## src/hdl/tksi_pkg.sv

```systemverilog
// ============================================================================
// tksi_pkg: shared types and constants for the top-k sorted insertion list
// Field widths, the stored entry layout and the command and status groups
// that pass between the controller and the datapath.
// ============================================================================
package tksi_pkg;

   // Default number of list slots held in the entry memory.
   localparam int unsigned MAX_ENTRIES_DEF = 16;

   // Fixed field widths of the request and response channels.
   localparam int unsigned SCORE_W = 32;
   localparam int unsigned PICK_W  = 16;
   localparam int unsigned RANK_W  = 4;
   localparam int unsigned CAP_W   = 5;

   // One stored entry: the score and its three payload masks.
   typedef struct packed {
      logic [SCORE_W-1:0] score;
      logic [PICK_W-1:0]  pick_c;
      logic [PICK_W-1:0]  pick_b;
      logic [PICK_W-1:0]  pick_a;
   } entry_type;

   // Commands from the controller to the datapath, at most one per cycle.
   typedef struct packed {
      logic load;       // capture the request and issue the first read
      logic check_go;   // full list, candidate beats the tail: read slot i-1
      logic step;       // move slot i-1 down to slot i and read slot i-2
      logic place;      // write the candidate at slot i and respond
      logic resp_drop;  // respond that the candidate was dropped
      logic resp_read;  // respond with the entry that was read
   } cmd_type;

   // Status from the datapath to the controller.
   typedef struct packed {
      logic load_read;  // the offered request is a read
      logic load_full;  // the list is full at the offered request
      logic drop;       // candidate score is not above the tail entry
      logic shift;      // slot i-1 holds a smaller score and must move down
   } sts_type;

endpackage

```

## src/hdl/tksi_ctrl.sv

```systemverilog
// ============================================================================
// tksi_ctrl: sequencing state machine of the sorted insertion list
// Steps a request through the tail check, the shift walk and the read, and
// issues at most one command to the datapath per cycle.
// ============================================================================
module tksi_ctrl (
   input  logic             clock,
   input  logic             reset,
   input  logic             start,
   output logic             busy,
   input  tksi_pkg::sts_type sts,
   output tksi_pkg::cmd_type cmd
);

   typedef enum logic [3:0] {
      ST_IDLE  = 4'b0001,
      ST_CHECK = 4'b0010,
      ST_SHIFT = 4'b0100,
      ST_READ  = 4'b1000
   } state_type;

   state_type state_ff;
   state_type state_in;

   // Next state and command decode.
   always_comb begin
      state_in = state_ff;
      cmd      = '0;
      unique case (state_ff)
         ST_IDLE: begin
            if (start) begin
               cmd.load = 1'b1;
               if (sts.load_read) begin
                  state_in = ST_READ;
               end else if (sts.load_full) begin
                  state_in = ST_CHECK;
               end else begin
                  state_in = ST_SHIFT;
               end
            end
         end
         ST_CHECK: begin
            if (sts.drop) begin
               cmd.resp_drop = 1'b1;
               state_in      = ST_IDLE;
            end else begin
               cmd.check_go = 1'b1;
               state_in     = ST_SHIFT;
            end
         end
         ST_SHIFT: begin
            if (sts.shift) begin
               cmd.step = 1'b1;
            end else begin
               cmd.place = 1'b1;
               state_in  = ST_IDLE;
            end
         end
         ST_READ: begin
            cmd.resp_read = 1'b1;
            state_in      = ST_IDLE;
         end
         default: begin
            state_in = ST_IDLE;
         end
      endcase
   end

   // State register.
   always_ff @(posedge clock) begin
      if (reset) begin
         state_ff <= ST_IDLE;
      end else begin
         state_ff <= state_in;
      end
   end

   assign busy = (state_ff != ST_IDLE);

endmodule

```

## src/hdl/tksi_dpath.sv

```systemverilog
// ============================================================================
// tksi_dpath: entry memory, counters and response registers
// Holds the sorted entries in a one-write, one-read memory, the entry count,
// the capacity register and the walk index, and builds each response.
// ============================================================================
module tksi_dpath #(
   parameter int unsigned MAX_ENTRIES = tksi_pkg::MAX_ENTRIES_DEF
) (
   input  logic                             clock,
   input  logic                             reset,
   input  tksi_pkg::cmd_type                cmd,
   output tksi_pkg::sts_type                sts,
   input  logic                             req_func,
   input  logic [tksi_pkg::SCORE_W-1:0]     req_score,
   input  logic [tksi_pkg::PICK_W-1:0]      req_pick_a,
   input  logic [tksi_pkg::PICK_W-1:0]      req_pick_b,
   input  logic [tksi_pkg::PICK_W-1:0]      req_pick_c,
   input  logic [tksi_pkg::RANK_W-1:0]      req_read_rank,
   input  logic                             csr_write_en,
   input  logic [tksi_pkg::CAP_W-1:0]       csr_list_capacity,
   output logic                             rsp_strobe,
   output logic                             rsp_accepted,
   output logic [tksi_pkg::RANK_W-1:0]      rsp_insert_pos,
   output logic                             rsp_entry_valid,
   output logic [tksi_pkg::SCORE_W-1:0]     rsp_entry_score,
   output logic [tksi_pkg::PICK_W-1:0]      rsp_entry_a,
   output logic [tksi_pkg::PICK_W-1:0]      rsp_entry_b,
   output logic [tksi_pkg::PICK_W-1:0]      rsp_entry_c,
   output logic [tksi_pkg::CAP_W-1:0]       rsp_entry_count
);

   localparam int unsigned IDX_W = (MAX_ENTRIES > 1) ? $clog2(MAX_ENTRIES) : 1;
   localparam int unsigned CNT_W = $clog2(MAX_ENTRIES + 1);

   tksi_pkg::entry_type entry_mem_ff [MAX_ENTRIES];
   tksi_pkg::entry_type rd_data_ff;
   tksi_pkg::entry_type new_entry_ff;
   tksi_pkg::entry_type new_entry_in;

   logic [CNT_W-1:0]             cap_ff;
   logic [CNT_W-1:0]             cap_in;
   logic [CNT_W-1:0]             count_ff;
   logic [CNT_W-1:0]             count_eff;
   logic [IDX_W-1:0]             idx_ff;
   logic [IDX_W-1:0]             rd_addr;
   logic [tksi_pkg::RANK_W-1:0]  rank_ff;
   logic                         full_now;
   logic                         read_ok;

   // Count as seen by a new request, never above the capacity.
   assign count_eff = (count_ff > cap_ff) ? cap_ff : count_ff;
   assign full_now  = (count_eff == cap_ff);

   assign new_entry_in = '{score:  req_score,
                           pick_c: req_pick_c,
                           pick_b: req_pick_b,
                           pick_a: req_pick_a};

   // Status toward the controller.
   assign sts.load_read = req_func;
   assign sts.load_full = full_now;
   assign sts.drop      = !(new_entry_ff.score > rd_data_ff.score);
   assign sts.shift     = (idx_ff != '0) && (rd_data_ff.score < new_entry_ff.score);

   // Read address: the tail or the asked rank on load, then the slot above i.
   always_comb begin
      priority if (cmd.load) begin
         if (req_func) begin
            rd_addr = IDX_W'(req_read_rank);
         end else begin
            rd_addr = IDX_W'(count_eff - 1'b1);
         end
      end else if (cmd.step) begin
         rd_addr = IDX_W'(idx_ff - 2'd2);
      end else if (cmd.check_go) begin
         rd_addr = IDX_W'(idx_ff - 1'b1);
      end else begin
         rd_addr = idx_ff;
      end
   end

   // Capacity write value, clamped to the slots that exist; zero counts as one.
   always_comb begin
      if (32'(csr_list_capacity) > 32'(MAX_ENTRIES)) begin
         cap_in = CNT_W'(MAX_ENTRIES);
      end else if (csr_list_capacity == '0) begin
         cap_in = CNT_W'(1);
      end else begin
         cap_in = CNT_W'(csr_list_capacity);
      end
   end

   // Read rank lies below the count and inside the memory.
   assign read_ok = (32'(rank_ff) < 32'(count_ff)) && (32'(rank_ff) < 32'(MAX_ENTRIES));

   // Entry memory: one write and one registered read per cycle.
   always_ff @(posedge clock) begin
      if (cmd.step) begin
         entry_mem_ff[idx_ff] <= rd_data_ff;
      end else if (cmd.place) begin
         entry_mem_ff[idx_ff] <= new_entry_ff;
      end
      rd_data_ff <= entry_mem_ff[rd_addr];
   end

   // Request capture and walk index.
   always_ff @(posedge clock) begin
      if (cmd.load) begin
         new_entry_ff <= new_entry_in;
         rank_ff      <= req_read_rank;
         if (full_now) begin
            idx_ff <= IDX_W'(count_eff - 1'b1);
         end else begin
            idx_ff <= IDX_W'(count_eff);
         end
      end else if (cmd.step) begin
         idx_ff <= idx_ff - 1'b1;
      end
   end

   // Capacity and entry count. A non-full list never drops, so the count
   // grows as soon as a consider request is loaded.
   always_ff @(posedge clock) begin
      if (reset) begin
         cap_ff   <= CNT_W'(1);
         count_ff <= '0;
      end else if (csr_write_en) begin
         cap_ff   <= cap_in;
         count_ff <= '0;
      end else if (cmd.load && !req_func) begin
         if (full_now) begin
            count_ff <= count_eff;
         end else begin
            count_ff <= count_eff + 1'b1;
         end
      end
   end

   // Response strobe.
   always_ff @(posedge clock) begin
      if (reset) begin
         rsp_strobe <= 1'b0;
      end else begin
         rsp_strobe <= cmd.place || cmd.resp_drop || cmd.resp_read;
      end
   end

   // Response fields.
   always_ff @(posedge clock) begin
      if (cmd.place || cmd.resp_drop || cmd.resp_read) begin
         rsp_accepted    <= cmd.place;
         rsp_insert_pos  <= cmd.place ? tksi_pkg::RANK_W'(idx_ff) : '0;
         rsp_entry_count <= tksi_pkg::CAP_W'(count_ff);
         if (cmd.resp_read && read_ok) begin
            rsp_entry_valid <= 1'b1;
            rsp_entry_score <= rd_data_ff.score;
            rsp_entry_a     <= rd_data_ff.pick_a;
            rsp_entry_b     <= rd_data_ff.pick_b;
            rsp_entry_c     <= rd_data_ff.pick_c;
         end else begin
            rsp_entry_valid <= 1'b0;
            rsp_entry_score <= '0;
            rsp_entry_a     <= '0;
            rsp_entry_b     <= '0;
            rsp_entry_c     <= '0;
         end
      end
   end

endmodule

```

## src/hdl/top_k_sorted_insert.sv

```systemverilog
// ============================================================================
// top_k_sorted_insert: descending list of the best scored candidates
// Controller and datapath of a bounded sorted list with rank reads.
// ============================================================================
// A request is taken when start is high and busy is low; its single response
// shows on the rsp_ ports for one cycle, marked by rsp_strobe, in the first
// cycle with busy low again, and must be captured then since it is never
// held. A read passes through ST_READ alone, and a candidate dropped at a full
// list through ST_CHECK alone. Any other consider request passes through
// ST_SHIFT, one step per entry that moves down one rank, after ST_CHECK when
// the list is full for the tail compare; the walk through the entry memory
// does one read and one write per cycle. Writing the capacity empties the
// list; the user does it only while busy is low: the block does not enforce.
// ============================================================================
module top_k_sorted_insert #(
   parameter int unsigned MAX_ENTRIES = tksi_pkg::MAX_ENTRIES_DEF
) (
   input  logic                             clock,
   input  logic                             reset,
   input  logic                             start,
   output logic                             busy,
   input  logic                             req_func,
   input  logic [tksi_pkg::SCORE_W-1:0]     req_score,
   input  logic [tksi_pkg::PICK_W-1:0]      req_pick_a,
   input  logic [tksi_pkg::PICK_W-1:0]      req_pick_b,
   input  logic [tksi_pkg::PICK_W-1:0]      req_pick_c,
   input  logic [tksi_pkg::RANK_W-1:0]      req_read_rank,
   input  logic                             csr_write_en,
   input  logic [tksi_pkg::CAP_W-1:0]       csr_list_capacity,
   output logic                             rsp_strobe,
   output logic                             rsp_accepted,
   output logic [tksi_pkg::RANK_W-1:0]      rsp_insert_pos,
   output logic                             rsp_entry_valid,
   output logic [tksi_pkg::SCORE_W-1:0]     rsp_entry_score,
   output logic [tksi_pkg::PICK_W-1:0]      rsp_entry_a,
   output logic [tksi_pkg::PICK_W-1:0]      rsp_entry_b,
   output logic [tksi_pkg::PICK_W-1:0]      rsp_entry_c,
   output logic [tksi_pkg::CAP_W-1:0]       rsp_entry_count
);

   tksi_pkg::cmd_type cmd;
   tksi_pkg::sts_type sts;

   // Sequencer.
   tksi_ctrl u_ctrl (
      .clock (clock),
      .reset (reset),
      .start (start),
      .busy  (busy),
      .sts   (sts),
      .cmd   (cmd)
   );

   // Storage and response path.
   tksi_dpath #(
      .MAX_ENTRIES (MAX_ENTRIES)
   ) u_dpath (
      .clock             (clock),
      .reset             (reset),
      .cmd               (cmd),
      .sts               (sts),
      .req_func          (req_func),
      .req_score         (req_score),
      .req_pick_a        (req_pick_a),
      .req_pick_b        (req_pick_b),
      .req_pick_c        (req_pick_c),
      .req_read_rank     (req_read_rank),
      .csr_write_en      (csr_write_en),
      .csr_list_capacity (csr_list_capacity),
      .rsp_strobe        (rsp_strobe),
      .rsp_accepted      (rsp_accepted),
      .rsp_insert_pos    (rsp_insert_pos),
      .rsp_entry_valid   (rsp_entry_valid),
      .rsp_entry_score   (rsp_entry_score),
      .rsp_entry_a       (rsp_entry_a),
      .rsp_entry_b       (rsp_entry_b),
      .rsp_entry_c       (rsp_entry_c),
      .rsp_entry_count   (rsp_entry_count)
   );

endmodule

```

## config.mk

```make
export PLATFORM = sky130hd
export DESIGN_NAME = top_k_sorted_insert
export DESIGN_NICKNAME = d
export VERILOG_FILES = /design/src/hdl/tksi_pkg.sv /design/src/hdl/tksi_ctrl.sv /design/src/hdl/tksi_dpath.sv /design/src/hdl/top_k_sorted_insert.sv
export SDC_FILE = /design/constraint.sdc
export NUM_CORES = 2
export LEC_CHECK = 0
export BUFFER_PORTS_ARGS = -buffer_cell sky130_fd_sc_hd__buf_4
export CAP_MARGIN = 25
export CORE_UTILIZATION = 30
export CTS_CLUSTER_DIAMETER = 120
export DETAILED_ROUTE_END_ITERATION = 12
export PLACE_DENSITY = 0.52
export SYNTH_ARGS = -nofsm -noshare
export SYNTH_HDL_FRONTEND = slang
export SYNTH_SLANG_ARGS = --single-unit
```

## constraint.sdc

```tcl
create_clock -name clock -period 7.9 [get_ports clock]
set_input_delay 1.185 -clock clock [delete_from_list [all_inputs] [get_ports clock]]
set_output_delay 1.185 -clock clock [all_outputs]
set_load 0.05 [all_outputs]
```

==> qor.yml <==
outcome: "finished, final reports clean"
drt_iter0_drc: 2243
synth_edf_count: 1459
grt_pass1_wl_microns: 218000
setup_slack_ns: 2.26
pre_cts_slack_ns: 2.11
die_x_microns: 446
postCtsSetupBuffers: 0
ir_drop_v: 0.000277
clock.fmax_ghz: 0.177
worstPathArrival_ns: 6.28
drive_gt1_share_pct: 15.2
synth_top_cell_by_area: "edfxtp_1"
rsz0062_at_grt: "no"
grt-busiest-layer: "met2"
vias_per_cell: 4.77
hold_buffers: 0
start_util_pct: 30.2
use_met1_pct: 20.9
path_clk_slew_ns: 0.06
p_leak_nw: 25.1
synthArstFlopShare_pct: 0
avgSynthCellArea_sq_um: 17.5
cts.path.max_buffers: 3
yosys_warnings: 0
cts_tree: "done"
row_count: 162
core_area_sq_um: 195000
clockRootBuffer: "clkbuf_16"
clkLatencyLatePin_ns: 0.81
final_cell_count_no_fill: 6439
p_per_area_nw_per_um2: 320
dieArea_sq_um: 199000
crit_type: "flip-flop to flip-flop"
min_path_type: "flip-flop to flip-flop"
grt_pass1_vias: 30453
wire_per_inst_microns: 23.9
synthDistinctLibCells: 55
syn-cell-area_sq_um: 59100
grt_max_degree: 81
grt_util_all_layers_pct: 15.2
synthTopCellsByArea: "edfxtp_1 74%, mux2i_1 11%, o22ai_1 3.4%"
placedCellCount: 6124
drtPass1Iterations: 5
htreeDepth: 4
ys_ff_latch: 1554
areaGrowthSynthToFinish_pct: 17.7
synthCells: 3383
ys.flop_type: "edfxtp_1"
nNetsFinal: 3811
drc: 0
grt_overflow: 0
yosysSeqAreaShare_pct: 77.4
critPathRequiredTime_ns: 8.54
grt_antenna_before_repair: 4
critPathLaunchType: "flip-flop"
num_vias: 30737
cp_max_fo: 42
cts_resized: 0
hpwl_microns: 78000
ant_nets: 0
clock_skew_ns: 0.0281
tns_ns: 0
timing.slew.headroom_pct: 27.5
numCtsBuffers: 167
hold_slack_ns: 0.557
final-setup-viol-count: 0
postLayoutCoreUtil_pct: 35.6
place.port_buffers: 186
routed_wl_microns: 154000
chipHeight_microns: 446
gr-usage-met2_pct: 24.5
cts_sinks: 1554
hold_viol: 0
yosysTopAreaCellShare_pct: 74.1
met3_usage_pct: 2.71
timing.final.crit_share_pct: 71.4
fin_crit_ns: 5.64
drv_cap: 0
synth_nets: 3524
final_max_slew_viol_count: 0
io_pins: 187
finalWeightedCongestion: 0.752
critPathCaptureType: "flip-flop"
tightest_slew_ns: 1.09
final timing paths:
kind | from | end | slack (ns) | cells past startpoint
min reg2reg | u_dpath.rd_data_ff[30]$_DFF_P_ | u_dpath.rsp_entry_b[14]$_SDFFCE_PN0P_ | 0.56 | 1
max reg2reg | u_dpath.new_entry_ff[69]$_DFFE_PP_ | u_dpath.rd_data_ff[69]$_DFF_P_ | 2.26 | 14
max | u_dpath.new_entry_ff[69]$_DFFE_PP_ | u_dpath.rd_data_ff[69]$_DFF_P_ | 2.26 | 14
min | u_dpath.rd_data_ff[30]$_DFF_P_ | u_dpath.rsp_entry_b[14]$_SDFFCE_PN0P_ | 0.56 | 1
logic make-up after synthesis:
| family | synth area share (%) |
|---|---|
| DFF | 77.4 |
| muxes | 11.0 |
| and+or+nand+nor | 4.10 |
| AOI/OAI and AO/OA | 4.45 |
| buffers and inverters | 1.84 |
| adders and majority gates | 0.995 |
| xor gates and xnor gates | 0.237 |
cells in the final DEF, fill, tap and decap left out, types with 5 or more instances in the layout:
| cell | count |
|---|---|
| edfxtp_1 | 1459 |
| mux2i_1 | 650 |
| o22ai_1 | 320 |
| buf_4 | 267 |
| nand2_1 | 213 |
| clkbuf_16 | 171 |
| dfxtp_1 | 95 |
| and2_1 | 81 |
| or4_1 | 80 |
| clkbuf_1 | 48 |
| ha_1 | 47 |
| inv_1 | 45 |
| o21ai_0 | 45 |
| nor2_1 | 31 |
| a21oi_1 | 28 |
| clkbuf_8 | 28 |
| clkinv_2 | 27 |
| buf_12 | 23 |
| clkinv_1 | 17 |
| nor3_1 | 13 |
| nor2_4 | 12 |
| xnor2_1 | 9 |
| nand2b_1 | 8 |
| xor2_1 | 7 |
| bufinv_16 | 7 |
| inv_6 | 6 |
| clkinvlp_4 | 5 |
cell type report:
cell class / instances / area, sq um
diodes: 1 / 2.50
well taps: 2624 / 3280
repair buffers: 290 / 2460
multi-input cells: 1609 / 12500
clock inverters: 66 / 572
inverters: 48 / 185
clock buffers: 247 / 4840
flip-flops and latches: 1554 / 45700
fillers: 18440 / 126000
state kept, by name, indices dropped and copies added (netlist names):
| name | flops |
|---|---|
| u_dpath.entry_mem_ff | 1280 |
| u_dpath.new_entry_ff | 80 |
| u_dpath.rd_data_ff | 80 |
| u_dpath.rsp_entry_score | 32 |
| u_dpath.rsp_entry_a | 16 |
| u_dpath.rsp_entry_b | 16 |
| u_dpath.rsp_entry_c | 16 |
| u_dpath.cap_ff | 5 |
| u_dpath.count_ff | 5 |
| u_dpath.rsp_entry_count | 5 |
| u_ctrl.state_ff | 4 |
| u_dpath.idx_ff | 4 |
| u_dpath.rank_ff | 4 |
| u_dpath.rsp_insert_pos | 4 |
| u_dpath.rsp_accepted | 1 |
| u_dpath.rsp_entry_valid | 1 |
| u_dpath.rsp_strobe | 1 |
power breakdown:
part / switching [W] / leakage (nW) / internal [W] / total (W)
registers: 0.000290 / 14.2 / 0.0103 / 0.0106
clock network: 0.00320 / 2.66 / 0.00448 / 0.00768
logic: 0.00266 / 8.20 / 0.00137 / 0.00403
total: 0.00615 / 25.1 / 0.0161 / 0.0223
worst max-delay path: stages (launching register included):
cell and delay, ns:
edfxtp_1 0.35, inv_1 0.08, ha_1 0.24, a21oi_1 0.16, o21ai_0 0.11, a221oi_1 0.77
o211ai_1 0.56, nor2_2 0.45, a21oi_2 0.13, o221ai_4 0.85, buf_4 0.39, buf_12 0.31
mux2i_1 0.24, o22ai_1 0.10, or4_1 0.65
layer usage:
metal / up-vias / wire (microns)
li1: 13925 / -
met1: 15939 / 70600
met2: 686 / 73100
met3: 187 / 6920
met4: 0 / 3230
met5: - / 0
synthesized netlist by cell type (28+ instances only):
| cell | n |
|---|---|
| o21ai_0 | 45 |
| dfxtp_1 | 95 |
| and2_1 | 81 |
| edfxtp_1 | 1459 |
| clkbuf_1 | 89 |
| a21oi_1 | 28 |
| or4_1 | 80 |
| nor2_1 | 43 |
| buf_2 | 48 |
| inv_1 | 45 |
| ha_1 | 47 |
| o22ai_1 | 320 |
| nand2_1 | 215 |
| mux2i_1 | 650 |
stage by stage:
step,area [sq um],total power [W]
6_report,69600,0.0223
2_1_floorplan,59100,0.0133
3_3_place_gp,64100,0.0148
3_5_place_dp,64100,0.0148
4_1_cts,69600,0.0225
5_1_grt,69600,0.0232
Note: power is estimated with default switching activity, not from simulation.
